## src/hdl/skc_pkg.sv

```systemverilog
`timescale 1ns / 1ps

package skc_pkg;

    // Default longest seed in bases; the count table has 4**MAX_SEED_LEN entries
    localparam int MAX_SEED_LEN_DEF = 11;

    // Fixed field widths
    localparam int POS_W   = 32;
    localparam int SEQ_W   = 16;
    localparam int VALUE_W = 22;
    localparam int INDEX_W = 22;
    localparam int COUNT_W = 32;
    localparam int IN_TDATA_W  = 80;
    localparam int OUT_TDATA_W = 104;

    // Configuration port
    localparam int CFG_INDEX_W = 2;
    localparam int CFG_DATA_W  = 4;
    localparam logic [CFG_INDEX_W-1:0] REG_SEED_LENGTH  = 2'd0;
    localparam logic [CFG_INDEX_W-1:0] REG_SEED_OVERLAP = 2'd1;
    localparam logic [CFG_DATA_W-1:0]  SEED_LENGTH_RST  = 4'd11;
    localparam logic [CFG_DATA_W-1:0]  SEED_OVERLAP_RST = 4'd0;

    // Input word kinds
    localparam logic ACT_BASE = 1'b0;
    localparam logic ACT_READ = 1'b1;

    localparam logic [COUNT_W-1:0] COUNT_MAX = {COUNT_W{1'b1}};

    // Side data of one table access, carried from the sampler to the counter
    typedef struct packed {
        logic             is_read;
        logic [POS_W-1:0] start;
        logic [SEQ_W-1:0] seq;
    } skc_req_t;

endpackage

```

## src/hdl/skc_sampler.sv

```systemverilog
`timescale 1ns / 1ps

module skc_sampler
    import skc_pkg::*;
#(
    parameter int MAX_SEED_LEN = MAX_SEED_LEN_DEF
) (
    input  logic                      clk,
    input  logic                      rst_n,
    input  logic                      cfg_we,
    input  logic [CFG_INDEX_W-1:0]    cfg_index,
    input  logic [CFG_DATA_W-1:0]     cfg_data,
    input  logic                      accept,
    input  logic                      action,
    input  logic [1:0]                base_code,
    input  logic                      first_in_region,
    input  logic                      last_in_region,
    input  logic [POS_W-1:0]          base_position,
    input  logic [SEQ_W-1:0]          sequence_id,
    input  logic [INDEX_W-1:0]        read_index,
    output logic                      req_valid,
    output skc_req_t                  req,
    output logic [2*MAX_SEED_LEN-1:0] req_addr
);

    localparam int TB    = 2 * MAX_SEED_LEN;
    localparam int LEN_W = $clog2(MAX_SEED_LEN + 1);

    logic [CFG_DATA_W-1:0] seed_length_reg;
    logic [CFG_DATA_W-1:0] seed_overlap_reg;
    logic [TB-1:0]         rolling_reg;
    logic [TB-1:0]         rolling_next;
    logic [LEN_W-1:0]      bases_reg;
    logic [LEN_W-1:0]      bases_next;
    logic [LEN_W-1:0]      phase_reg;
    logic [LEN_W-1:0]      phase_next;

    logic [4:0]    len5;
    logic [4:0]    step5;
    logic [4:0]    b0;
    logic [4:0]    p0;
    logic [4:0]    b1;
    logic [4:0]    p1;
    logic          reached;
    logic          emit;
    logic [5:0]    mask_shift;
    logic [TB-1:0] seed_mask;
    logic [31:0]   read_index_ext;

    // Effective length and step from the registers
    always_comb
    begin
        if (seed_length_reg == '0)
        begin
            len5 = 5'd1;
        end
        else if ({1'b0, seed_length_reg} > 5'(MAX_SEED_LEN))
        begin
            len5 = 5'(MAX_SEED_LEN);
        end
        else
        begin
            len5 = {1'b0, seed_length_reg};
        end

        if ({1'b0, seed_overlap_reg} >= len5)
        begin
            step5 = 5'd1;
        end
        else
        begin
            step5 = len5 - {1'b0, seed_overlap_reg};
        end
    end

    // Advance the region counters for one base
    always_comb
    begin
        rolling_next = TB'({rolling_reg, base_code});
        b0 = first_in_region ? 5'd0 : 5'(bases_reg);
        p0 = first_in_region ? 5'd0 : 5'(phase_reg);
        if (b0 < len5)
        begin
            b1      = b0 + 5'd1;
            reached = (b1 == len5);
            p1      = reached ? 5'd0 : p0;
        end
        else
        begin
            b1      = b0;
            reached = 1'b1;
            p1      = ((p0 + 5'd1) >= step5) ? 5'd0 : (p0 + 5'd1);
        end
        emit = reached && ((p1 == 5'd0) || last_in_region);

        if (last_in_region)
        begin
            bases_next = '0;
            phase_next = '0;
        end
        else
        begin
            bases_next = LEN_W'(b1);
            phase_next = LEN_W'(p1);
        end
    end

    // Keep the low 2*len bits of the rolling seed
    assign mask_shift     = 6'(TB) - {len5, 1'b0};
    assign seed_mask      = {TB{1'b1}} >> mask_shift;
    assign read_index_ext = 32'(read_index);

    // Table access request
    always_comb
    begin
        req_valid = accept && ((action == ACT_READ) || emit);
        if (action == ACT_READ)
        begin
            req_addr    = read_index_ext[TB-1:0];
            req.is_read = 1'b1;
            req.start   = '0;
            req.seq     = '0;
        end
        else
        begin
            req_addr    = rolling_next & seed_mask;
            req.is_read = 1'b0;
            req.start   = base_position - POS_W'(len5 - 5'd1);
            req.seq     = sequence_id;
        end
    end

    // Configuration registers
    always_ff @(posedge clk or negedge rst_n)
    begin
        if (!rst_n)
        begin
            seed_length_reg  <= SEED_LENGTH_RST;
            seed_overlap_reg <= SEED_OVERLAP_RST;
        end
        else if (cfg_we)
        begin
            case (cfg_index)
                REG_SEED_LENGTH:  seed_length_reg  <= cfg_data;
                REG_SEED_OVERLAP: seed_overlap_reg <= cfg_data;
                default:          ;
            endcase
        end
    end

    // Region state, updated by base words only
    always_ff @(posedge clk or negedge rst_n)
    begin
        if (!rst_n)
        begin
            rolling_reg <= '0;
            bases_reg   <= '0;
            phase_reg   <= '0;
        end
        else if (accept && (action == ACT_BASE))
        begin
            rolling_reg <= rolling_next;
            bases_reg   <= bases_next;
            phase_reg   <= phase_next;
        end
    end

endmodule

```

## config.mk

```make
export PLATFORM = sky130hd
export DESIGN_NAME = skc_sampler
export DESIGN_NICKNAME = d
export VERILOG_FILES = /design/src/hdl/skc_pkg.sv /design/src/hdl/skc_sampler.sv
export SDC_FILE = /design/constraint.sdc
export NUM_CORES = 1
export LEC_CHECK = 0
export BUFFER_PORTS_ARGS = -buffer_cell sky130_fd_sc_hd__buf_4
export CAP_MARGIN = 20
export CORE_ASPECT_RATIO = 1.4
export CORE_MARGIN = 2
export CORE_UTILIZATION = 52
export DETAILED_ROUTE_END_ITERATION = 8
export PLACE_DENSITY = 0.89
export SYNTH_ARGS = -nofsm -noshare
export SYNTH_HDL_FRONTEND = slang
export SYNTH_SLANG_ARGS = --single-unit
```

## constraint.sdc

```tcl
create_clock -name clk -period 5.98 [get_ports clk]
set_clock_uncertainty 0.15 [all_clocks]
set_input_delay 0.598 -clock clk [delete_from_list [all_inputs] [get_ports clk]]
set_output_delay 0.598 -clock clk [all_outputs]
set_load 0.005 [all_outputs]
```

### Word level (Yosys, flattened, before mapping)

Cells that the tools add are included.

| storage, ports and cells | value |
|---|---|
| register bits | 36 |
| bits in latches | 0 |
| RAM bits | 0 |
| memory bits (read-only) | 0 |
| input bits | 85 |
| output and inout bits | 72 |
| logic and storage cells | 44 |
| memories | 0 |

| cells by class | value |
|---|---|
| add/sub/neg operators | 6 |
| multipliers | 0 |
| divide/modulo/power cells | 0 |
| order comparisons | 4 |
| eq/ne operators | 2 |
| shift operators | 1 |
| multiplexer cells | 14 |
| bitwise operators | 2 |
| reduce and logical (&&, ||, !) cells | 10 |

Operators by type and width:

| kind | number |
|---|---|
| $mux W49 | 1 |
| $sub A32 B32 Y32 | 1 |
| $mux W4 | 7 |
| $and A22 B22 Y22 | 1 |
| $mux W22 | 1 |
| $shr A22 B6 Y22 const A | 1 |
| $mux W5 | 4 |
| $add A4 B1 Y5 const B | 2 |
| $sub A5 B1 Y6 const B | 1 |
| $sub A5 B6 Y6 const A | 1 |
| $eq A5 B5 Y1 | 1 |
| $ge A4 B5 Y1 | 1 |
| $ge A5 B5 Y1 | 1 |
| $logic_not A5 Y1 | 1 |
| $lt A4 B5 Y1 | 1 |
| $sub A5 B4 Y5 | 1 |
| $gt A4 B4 Y1 const B | 1 |
| $logic_not A4 Y1 | 1 |
| $reduce_and A2 Y1 | 2 |
| $logic_and A1 B1 Y1 | 3 |
| $eq A2 B1 Y1 const B | 1 |
| $logic_not A2 Y1 | 1 |
| $logic_or A1 B1 Y1 | 2 |
| $mux W1 | 1 |
| $not A1 Y1 | 1 |

### Longest topological paths before layout

Gate-level depths: netlist of the first run.

| logic depth | value |
|---|---|
| word-level depth | 13 |
| depth in mapped cells | 20 |
| gate-level depth less buffers | 18 |

### Worst setup path before layout of the first run

Ideal clock, no wire load.

| timing | value |
|---|---|
| path type | register to output |
| from | reg seed_length_reg[2] |
| to | out req_valid |
| arrival time | 3943 ps |
| required time | 5232 ps |
| setup slack | 1289 ps |
| cell stages (with the launch flop) | 21 |
| cell sequence | dfrtp_1 clkbuf_1 or2_2 clkbuf_1 o21ai_0 inv_1 ha_1 a21oi_1 o21ai_0 nand2b_1 a21oi_1 a41oi_1 nand2_1 ha_1 nand2b_1 a21o_1 a21o_1 a21o_1 a211o_1 o311ai_0 nand2_1 |

| on the way | value |
|---|---|
| longest elaborated chain between the ends | 13 |
| elaborated cells on any way between the ends | 19 |
| classes of those cells | add/sub: 1; order compare: 4; eq/ne: 1; mux: 7; reduce/logical: 6 |

Ends and longest elaborated chain:

| what | RTL line | source |
|---|---|---|
| from (decl) | skc_sampler.sv:29 | `logic [CFG_DATA_W-1:0] seed_length_reg;` |
| from (signal assigned) | skc_sampler.sv:144 | `REG_SEED_LENGTH: seed_length_reg <= cfg_data;` |
| $gt A4 B4 Y1 | skc_sampler.sv:57 | `else if ({1'b0, seed_length_reg} > 5'(MAX_SEED_LEN))` |
| $mux W4 | skc_sampler.sv:57 |  |
| $mux W5 * | skc_sampler.sv:53 | `if (seed_length_reg == '0)` |
| $sub A5 B4 Y5 or $ge A4 B5 Y1 (tied branches) | skc_sampler.sv:72, skc_sampler.sv:66 |  |
| $mux W5 | skc_sampler.sv:66 | `if ({1'b0, seed_overlap_reg} >= len5)` |
| $ge A5 B5 Y1 | skc_sampler.sv:92 | `p1 = ((p0 + 5'd1) >= step5) ? 5'd0 : (p0 + 5'd1);` |
| $mux W5 | skc_sampler.sv:92 |  |
| $mux W5 | skc_sampler.sv:82 | `if (b0 < len5)` |
| $logic_not A5 Y1 | skc_sampler.sv:94 | `emit = reached && ((p1 == 5'd0) \|\| last_in_region);` |
| $logic_or A1 B1 Y1 | skc_sampler.sv:94 |  |
| $logic_and A1 B1 Y1 * | skc_sampler.sv:94 |  |
| $logic_or A1 B1 Y1 * | skc_sampler.sv:116 | `req_valid = accept && ((action == ACT_READ) \|\| emit);` |
| $logic_and A1 B1 Y1 * | skc_sampler.sv:116 |  |
| to (decl) | skc_sampler.sv:21 | `output logic req_valid,` |

Mark *: on every way between the ends. The rest lies on a longest branch, timed or not.

### Final worst setup path of the first run

Same ends and word-level chain as after synthesis.

==> qor.csv, run 1 <==
metric;value;unit
critical path start-end classification;reg -> out;
routed vias/inst;5.66;
status;complete, no violations;
largest net degree at the start of global routing;106;
Starting DRT DRC Count;213;
RSZ-0062 raised after global routing;no;
dpl hpwl;10500;um
first-pass GRT wire length;21100;um
row cnt;40;
post-synthesis sequential area ratio;0.200;
maximum clock frequency;0.182;GHz
hold slack;0.115;ns
vias;5040;
arrival time of the worst setup path;4.76;ns
mean post-synth cell area;7.29;um^2
routability-driven placement congestion ratio;0.904;
Final nets;921;
Ports;157;
Fillers;683;
synth unique cells;67;
EDFF count, synth;0;
layout cells sized above 1;0.242;
crit path buf inv count;2;
gr usage total;0.263;
maximum capacitance violations;0;
crit path cell chain;or2_2 -> o21ai_0 -> inv_1 -> ha_1 -> a21oi_1 -> o21ai_0 -> nand2b_1 -> a21oi_1 -> a41oi_1 -> nand2_1 -> ha_1 -> nand2b_1 -> a21o_1 -> a21o_1 -> a21o_1 -> a211o_1 -> o311ai_0 -> nand2_1 -> buf_4;
grt total ovfl;0;
worst skew pair latency;0.28;ns
worst vdd ir;313;uV
First-pass DRT Iterations;4;
#FFs+latches synth;36;
Clk pin slew, worst setup/hold paths;0.06;ns
initial antenna violation count;0;
Place WS;0.893;ns
Tmin final;5.50;ns
crit path launch type;flop;
setup TNS;0;ns
synth warn;0;
number of global-route vias before repair;4722;
# H-tree levels;2;
chip height;114;um
Cell Area, Placed;5830;um^2
worst slew pin tran;1.06;ns
Lkg Pwr;3.05;nW
CP Capture Type;output port;
CP startpoint;seed_length_reg[2];
WL/cell;14.7;um
data required time of the worst path;5.23;ns
Max Fanout on Critical Path;12;
Routed Antenna Nets;0;
synthesized netlist cell count;622;
Max-slew headroom;0.290;
hold_buf cts;0;
CP dominant cell by count;a21o_1;
reg2reg start;seed_length_reg[2];
total power;1.34;mW
FF+latch area;905;um^2
final setup fails;0;
Max clock buf depth;2;
Detailed Route WL;13100;um
Post-Syn Area;4530;um^2
area occupied by multi-input gates;3530;um^2
ANT cells;0;
FFs w/ async S/R, synth;1.00;
final-report hold violation count;0;
Layout area overhead;32.3;%
Sink Count;36;
die area;9490;um^2
CTS Buf Count;5;
Design Area, Final;6000;um^2
setup ws final;0.477;ns
# Post-CTS Setup Buffers;0;
Critical Path Max Stage Delay;0.46;ns
family with the most delay on the worst path;compound AO/OA/AOI/OAI gates;
cts repair resizes;0;
Top FF cell, synth;dfrtp_1;
initial core utilization;0.533;
Die X;82.9;um
power per cell area;224;nW/um^2
final worst-path cycle share;0.920;
final max-slew violation count;0;
critical path's slowest cell;dfrtp_1;
CTS root buffer;clkbuf_16;
DRC;0;
Hold Path Class;in -> async;
Buffers on Ports;156;
Core Region;8510;um^2
TritonCTS clock tree;built;
max FFs per register;20;
## synthesized netlist by cell type, drive strengths merged, types with 3 or more instances
library cell	count	share of area
nand2	126	0.10
o21ai	58	0.064
ha	50	0.14
nor2	45	0.037
a21oi	38	0.043
nor2b	38	0.052
dfrtp	33	0.18
inv	21	0.017
clkbuf	20	0.017
nand3	18	0.021
mux2	15	0.037
xnor2	15	0.029
a21o	13	0.022
xor2	12	0.023
nand2b	10	0.014
a31oi	8	0.014
buf	7	0.0075
o21a	7	0.012
and3	6	0.0083
a22o	5	0.0097
and2	5	0.0069
nor3	5	0.0055
o21bai	5	0.0083
mux2i	4	0.0088
nand4	4	0.0055
a21boi	3	0.0050
and4	3	0.0058
dfstp	3	0.017
nor3b	3	0.0050
nor4	3	0.0041
o31ai	3	0.0050
## final cells by class
| class | count | share of cell area |
|---|---|---|
| multi-input combinational | 563 | 0.589 |
| timing repair buffer | 157 | 0.196 |
| sequential | 36 | 0.151 |
| tap | 105 | 0.0219 |
| clock buffer | 5 | 0.0209 |
| inverter | 22 | 0.0138 |
| clock inverter | 3 | 0.00709 |
## per-stage QoR
| step | util | cells |
|---|---|---|
| 2_1_floorplan | - | 648 |
| 3_3_place_gp | 0.685 | 883 |
| 3_5_place_dp | 0.685 | 883 |
| 4_1_cts | 0.705 | 891 |
| 5_1_grt | 0.705 | 891 |
| 6_report | 0.705 | 891 |
## kinds of logic after synthesis
| kind of cell | synth area share |
|---|---|
| other | 0.000827 |
| muxes | 0.0461 |
| and+or+nand+nor | 0.285 |
| xor gates and xnor gates | 0.0522 |
| adders and majority gates | 0.142 |
| AOI/OAI and AO/OA | 0.232 |
| DFF | 0.200 |
| buffers and inverters | 0.0422 |
## placed cells by master, fill, tap and decap left out, types with 4 or more instances in the layout
master | Yosys | final
mux2_2 | 14 | 14
ha_1 | 50 | 50
o21a_1 | 7 | 7
a31oi_1 | 7 | 7
a21o_1 | 13 | 13
dfrtp_1 | 33 | 33
nor2_1 | 45 | 45
nand3_1 | 17 | 17
and2_1 | 5 | 5
nor3_1 | 5 | 5
conb_1 | 1 | 27
xor2_1 | 12 | 12
o21ai_0 | 56 | 56
a21oi_1 | 37 | 37
inv_1 | 21 | 21
nand2b_1 | 10 | 10
buf_4 | 1 | 157
nand2_1 | 126 | 126
mux2i_1 | 4 | 4
clkbuf_16 | 0 | 5
xnor2_1 | 15 | 15
nor2b_1 | 38 | 38
nand4_1 | 4 | 4
and3_1 | 6 | 6
a22o_1 | 5 | 5
o21bai_1 | 5 | 5
## worst paths after layout
path	to	slack [ns]	cells after the start
worst min-delay path	bases_reg[1]	0.12	1
max in group asynchronous	seed_length_reg[3]	5.22	1
worst min register to register	rolling_reg[18]	0.34	2
worst max register to register	phase_reg[3]	1.39	18
worst max-delay path	req_valid	0.48	19
min in group clk	rolling_reg[18]	0.34	2
## power by group
part	switching, mW	leakage (nW)	total, mW	internal (mW)
combinational	0.371	2.51	0.703	0.333
sequential	0.0472	0.464	0.338	0.291
clock	0.105	0.0798	0.301	0.196
## worst reg2reg max path, cell delays in order (launching register included)
cell      delay (ns)
dfrtp_1         0.46
or2_2           0.41
o21ai_0         0.37
inv_1           0.15
ha_1            0.24
a21oi_1         0.16
o21ai_0         0.11
nand2b_1        0.12
a21oi_1         0.09
a41oi_1         0.35
nand2_1         0.12
ha_1            0.28
nand2b_1        0.17
a21o_1          0.19
a21o_1          0.18
a21o_1          0.17
a211o_1         0.34
nor3_1          0.27
a22o_1          0.21
## layer usage
layer / wire length (um) / up-vias / global-route usage
met5: 0 / - / 0
met4: 410 / 0 / 0.0951
met3: 851 / 34 / 0.0267
met2: 6920 / 228 / 0.510
met1: 4890 / 2303 / 0.294
li1: - / 2475 / -
Power figures use the tool's default switching activity.
==> run 2, diff against run 1 <==
--- a/config.mk
+++ b/config.mk
@@ -9,9 +9,9 @@
 export CAP_MARGIN = 20
 export CORE_ASPECT_RATIO = 1.4
 export CORE_MARGIN = 2
-export CORE_UTILIZATION = 52
+export CORE_UTILIZATION = 56
 export DETAILED_ROUTE_END_ITERATION = 8
-export PLACE_DENSITY = 0.89
+export PLACE_DENSITY = 0.94
 export SYNTH_ARGS = -nofsm -noshare
 export SYNTH_HDL_FRONTEND = slang
 export SYNTH_SLANG_ARGS = --single-unit
==> constraint.sdc (replaced) <==
create_clock -name clk -period 6.7 [get_ports clk]
set_clock_uncertainty 0.15 [all_clocks]
set_input_delay 0.67 -clock clk [delete_from_list [all_inputs] [get_ports clk]]
set_output_delay 0.67 -clock clk [all_outputs]
set_load 0.005 [all_outputs]
==> run 2 against run 1 <==
Against the previous run:
- via count increased by 2.5%
- highest routed layer unchanged
- largest cell class unchanged
- non-clock buffer count is 1 higher
- flip-flop and latch count stayed put
- worst setup slack gained 0.56 ns
- utilization up 5.8 points
- combinational power fell by 9.5%
- cell area shrank 0.79%
==> qor.csv, run 2 (synthesis results as in run 1) <==
metric;value;unit
status;complete, no violations;
data required time of the worst path;5.88;ns
arrival time of the worst setup path;4.85;ns
First-pass DRT Iterations;5;
routability-driven placement congestion ratio;0.976;
Detailed Route WL;13600;um
R2R depth;18;
Combinational Power Share;0.561;
hold_buf cts;0;
WL/cell;15.3;um
maximum clock frequency;0.177;GHz
power per cell area;190;nW/um^2
layout cells sized above 1;0.243;
Die X;80.0;um
die area;8840;um^2
internal power;0.668;mW
worst slew pin tran;0.978;ns
first-pass GRT wire length;22000;um
routed wl met3;821;um
Sequential Power Share;0.268;
setup TNS;0;ns
met1 WL;5050;um
largest net degree at the start of global routing;106;
CTS root buffer;clkbuf_8;
Starting DRT DRC Count;233;
RSZ-0062 raised after global routing;no;
clock power share;0.171;
routed vias/inst;5.82;
Hold Path Class;in -> async;
Clk pin slew, worst setup/hold paths;0.08;ns
final max-slew violation count;0;
CP Capture Type;output port;
CTS Buf Count;5;
# Post-CTS Setup Buffers;0;
wire length on met2;7140;um
chip height;110;um
reg2reg setup slack;2.11;ns
Final nets;922;
ANT cells;0;
commonest non-fill, non-tap cell in the layout;buf_4;
dpl hpwl;10600;um
Switching Power;0.465;mW
Final Non-Filler Cells;887;
Buffers on Ports;156;
CP startpoint;seed_length_reg[2];
Tmin final;5.67;ns
critical path start-end classification;reg -> out;
placed insts;878;
Max-slew headroom;0.348;
R2R Path End;phase_reg[3];
cts repair resizes;0;
initial core utilization;0.581;
Routed Antenna Nets;0;
maximum capacitance violations;0;
Ports;157;
Max clock buf depth;2;
top layer in use;met4;
Max Fanout on Critical Path;12;
switching part of the total;0.411;
# H-tree levels;2;
DRC;0;
final worst-path cycle share;0.846;
Layout area overhead;31.3;%
Sink Count;36;
worst skew pair latency;0.30;ns
row cnt;38;
crit path launch type;flop;
vias;5166;
gr usage total;0.300;
worst vdd ir;270;uV
initial antenna violation count;0;
final setup fails;0;
commonest non-fill, non-tap cells in the layout;buf_4, nand2_1, o21ai_0;
final-report hold violation count;0;
max FFs per register;20;
number of global-route vias before repair;5024;
reg2reg start;seed_length_reg[2];
Lkg Pwr;3.03;nW
Core Region;7800;um^2
grt total ovfl;0;
TritonCTS clock tree;built;
run 2: how the worst max path moves through the flow:
stage	endpoint
3_5_place_dp	req_valid
3_3_place_gp	req_valid
4_1_cts	req_valid
6_report	req_valid
2_1_floorplan	req_valid
5_1_grt	req_valid
run 2: cell type report:
| cell class | count | area [um^2] |
|---|---|---|
| Tap cell | 100 | 125 |
| Fill cell | 575 | 1850 |
| Inverter | 22 | 82.6 |
| Multi-Input combinational cell | 563 | 3530 |
| Clock buffer | 5 | 68.8 |
| Timing Repair Buffer | 158 | 1190 |
| Sequential cell | 36 | 905 |
| Clock inverter | 3 | 42.5 |
run 2: critical path, cell delays in order (launching register included):
cell and delay (ns):
dfrtp_1 0.49, or2_2 0.42, o21ai_0 0.35, inv_1 0.15, ha_1 0.24, a21oi_1 0.15, o21ai_0 0.14, nand2b_1 0.16
a21oi_1 0.09, a41oi_1 0.36, nand2_1 0.11, ha_1 0.27, nand2b_1 0.14, a21o_1 0.17, a21o_1 0.16, a21o_1 0.17
a211o_1 0.34, o311ai_0 0.36, nand2_1 0.09, buf_4 0.15
run 2: per-stage QoR:
stage               utilization  total power [mW]  hold slack, ns  setup slack, ns  area [um^2]
floorplan                     -             0.694           0.224             1.94         4630
global placement          0.747             0.889           0.322             1.80         5830
detailed placement        0.747             0.922           0.329             1.46         5830
CTS                       0.761              1.12           0.182             1.11         5940
global route              0.763              1.21           0.216            0.739         5950
finish                    0.763              1.13           0.166             1.03         5950
run 2: metal layers:
| layer | up-vias | track usage |
|---|---|---|
| met5 | - | 0 |
| met4 | 0 | 0.138 |
| met3 | 54 | 0.0245 |
| met2 | 258 | 0.560 |
| met1 | 2370 | 0.330 |
| li1 | 2484 | - |
run 2: power groups by stage:
| stage | Combinational [mW] | Sequential, mW | Clock, mW |
|---|---|---|---|
| CTS | 0.627 | 0.301 | 0.196 |
| finish | 0.636 | 0.303 | 0.194 |
| global placement | 0.589 | 0.301 | 0 |
| detailed placement | 0.618 | 0.303 | 0 |
| global route | 0.699 | 0.309 | 0.202 |
| floorplan | 0.408 | 0.286 | 0 |
==> run 3, diff against run 2 <==
--- a/config.mk
+++ b/config.mk
@@ -9,9 +9,9 @@
 export CAP_MARGIN = 20
 export CORE_ASPECT_RATIO = 1.4
 export CORE_MARGIN = 2
-export CORE_UTILIZATION = 56
+export CORE_UTILIZATION = 52
 export DETAILED_ROUTE_END_ITERATION = 8
-export PLACE_DENSITY = 0.94
+export PLACE_DENSITY = 0.89
 export SYNTH_ARGS = -nofsm -noshare
 export SYNTH_HDL_FRONTEND = slang
 export SYNTH_SLANG_ARGS = --single-unit
==> constraint.sdc (replaced) <==
create_clock -name clk -period 5.6 [get_ports clk]
set_clock_uncertainty 0.15 [all_clocks]
set_input_delay 0.56 -clock clk [delete_from_list [all_inputs] [get_ports clk]]
set_output_delay 0.56 -clock clk [all_outputs]
set_load 0.005 [all_outputs]
==> run 3 against run 2 <==
Against the previous run:
- sequential share of layout area shrank 0.079 points
- cell area is 0.53% higher
- worst setup slack lost 0.74 ns
- die area up 7.4%
- final cell count grew 0.45%
- highest routed layer unchanged
- flip-flop and latch count unchanged
- largest power group unchanged
==> qor.csv, run 3 (synthesis results as in run 1) <==
metric;value;unit
Combinational Power Share;0.540;
Detailed Route WL;13300;um
clock power share;0.201;
# H-tree levels;2;
status;complete, no violations;
ANT cells;0;
Layout area overhead;32.0;%
maximum clock frequency;0.188;GHz
Sequential Power Share;0.258;
routability-driven placement congestion ratio;0.904;
reg2reg start;seed_length_reg[2];
Final nets;921;
hold_buf cts;0;
power per cell area;234;nW/um^2
Critical Path Max Stage Delay;0.47;ns
reg2reg setup slack;1.20;ns
RSZ-0062 raised after global routing;no;
critical path start-end classification;reg -> out;
Max clock buf depth;2;
Switching Power;0.570;mW
Die X;82.9;um
Routed Antenna Nets;0;
maximum capacitance violations;0;
row cnt;40;
critical path's slowest cell;dfrtp_1;
gr usage total;0.270;
first-pass GRT wire length;21500;um
final worst-path cycle share;0.948;
Max Fanout on Critical Path;12;
final setup fails;0;
arrival time of the worst setup path;4.60;ns
R2R Path End;phase_reg[1];
# Post-CTS Setup Buffers;0;
Place WS;0.482;ns
Hold Path Class;in -> async;
commonest non-fill, non-tap cells in the layout;buf_4, nand2_1, o21ai_0;
vias;5063;
crit path cell chain;or2_2 -> o21ai_1 -> inv_1 -> ha_1 -> a21oi_1 -> o21ai_0 -> nand2b_1 -> a21oi_1 -> a41oi_2 -> nand2_1 -> ha_1 -> nand2b_1 -> a21o_1 -> a21o_1 -> a21o_1 -> a211o_1 -> o311ai_1 -> nand2_1 -> buf_4;
worst vdd ir;317;uV
number of global-route vias before repair;4763;
commonest non-fill, non-tap cell in the layout;buf_4;
TritonCTS clock tree;built;
CTS Buf Count;5;
First-pass DRT Iterations;5;
chip height;114;um
initial antenna violation count;0;
DRC;0;
Ports;157;
largest net degree at the start of global routing;106;
grt total ovfl;0;
dpl hpwl;10500;um
Buffers on Ports;156;
CP dominant cell by count;a21o_1;
Max-slew headroom;0.282;
Clk pin slew, worst setup/hold paths;0.06;ns
final max-slew violation count;0;
crit path launch type;flop;
WL/cell;15.0;um
Tmin final;5.31;ns
die area;9490;um^2
layout cells sized above 1;0.243;
setup TNS;0;ns
R2R depth;18;
setup ws final;0.291;ns
CTS root buffer;clkbuf_16;
internal power;0.831;mW
initial core utilization;0.533;
switching part of the total;0.407;
Starting DRT DRC Count;243;
final-report hold violation count;0;
max FFs per register;20;
Sink Count;36;
data required time of the worst path;4.89;ns
worst slew pin tran;1.08;ns
routed vias/inst;5.68;
Lkg Pwr;3.04;nW
CP startpoint;seed_length_reg[2];
hold slack;0.0783;ns
worst skew pair latency;0.29;ns
crit path to;req_valid;
CP Capture Type;output port;
Core Region;8510;um^2
==> run 3: cell count changes in the layout (fill, tap and decap cells not counted), sizes merged <==
cell and change:
clkinv +2, buf -1, bufinv -1, clkinvlp -1
==> run 3: cell type report <==
cell class                      count  area [um^2]
Tap cell                          105          131
Multi-Input combinational cell    563         3540
Timing Repair Buffer              157         1180
Sequential cell                    36          905
Inverter                           22         82.6
Clock buffer                        5          125
Clock inverter                      3         18.8
Fill cell                         686         2520
==> run 3: worst min path at each step <==
stage | startpoint | endpoint | slack (ns) | cells past startpoint
after floorplan | rst_n | bases_reg[0] | 0.11 | 0
after global placement | rolling_reg[8] | rolling_reg[10] | 0.32 | 2
after detailed placement | rolling_reg[18] | rolling_reg[18] | 0.33 | 2
after CTS | rst_n | phase_reg[1] | 0.1 | 1
after global routing | rst_n | seed_length_reg[2] | 0.12 | 1
final | rst_n | phase_reg[1] | 0.08 | 1
==> run 3: through the flow <==
stage	utilization	power [mW]	cells	area [um^2]
6_report	0.703	1.40	891	5980
5_1_grt	0.703	1.50	891	5980
4_1_cts	0.702	1.39	891	5980
3_5_place_dp	0.685	1.10	883	5830
3_3_place_gp	0.685	1.06	883	5830
2_1_floorplan	-	0.830	648	4630
==> run 3: per-layer routing <==
metal / vias to the layer above / track usage / share of wire
li1: 2483 / - / -
met1: 2322 / 0.296 / 0.37
met2: 219 / 0.512 / 0.53
met3: 39 / 0.0368 / 0.063
met4: 0 / 0.122 / 0.038
met5: - / 0 / 0
==> run 3: timing repair <==
action,4_1_cts,5_1_grt
endpoints found under the setup margin,1,1
gates resized for setup,1,2
pin swaps,0,0
==> run 3: power groups by stage <==
stage | Clock (mW) | Sequential, mW | Combinational [mW]
4_1_cts | 0.280 | 0.360 | 0.751
5_1_grt | 0.292 | 0.369 | 0.843
3_3_place_gp | 0 | 0.360 | 0.705
2_1_floorplan | 0 | 0.342 | 0.488
6_report | 0.282 | 0.362 | 0.757
3_5_place_dp | 0 | 0.364 | 0.737
==> run 3: worst max-delay path, delay by kind of cell, from the launching register on <==
kind / cells / cell delay (ns)
AOI/OAI and AO/OA: 10 / 2.14
and+or+nand+nor: 5 / 0.91
adders and majority gates: 2 / 0.51
DFF: 1 / 0.47
buffers and inverters: 2 / 0.27
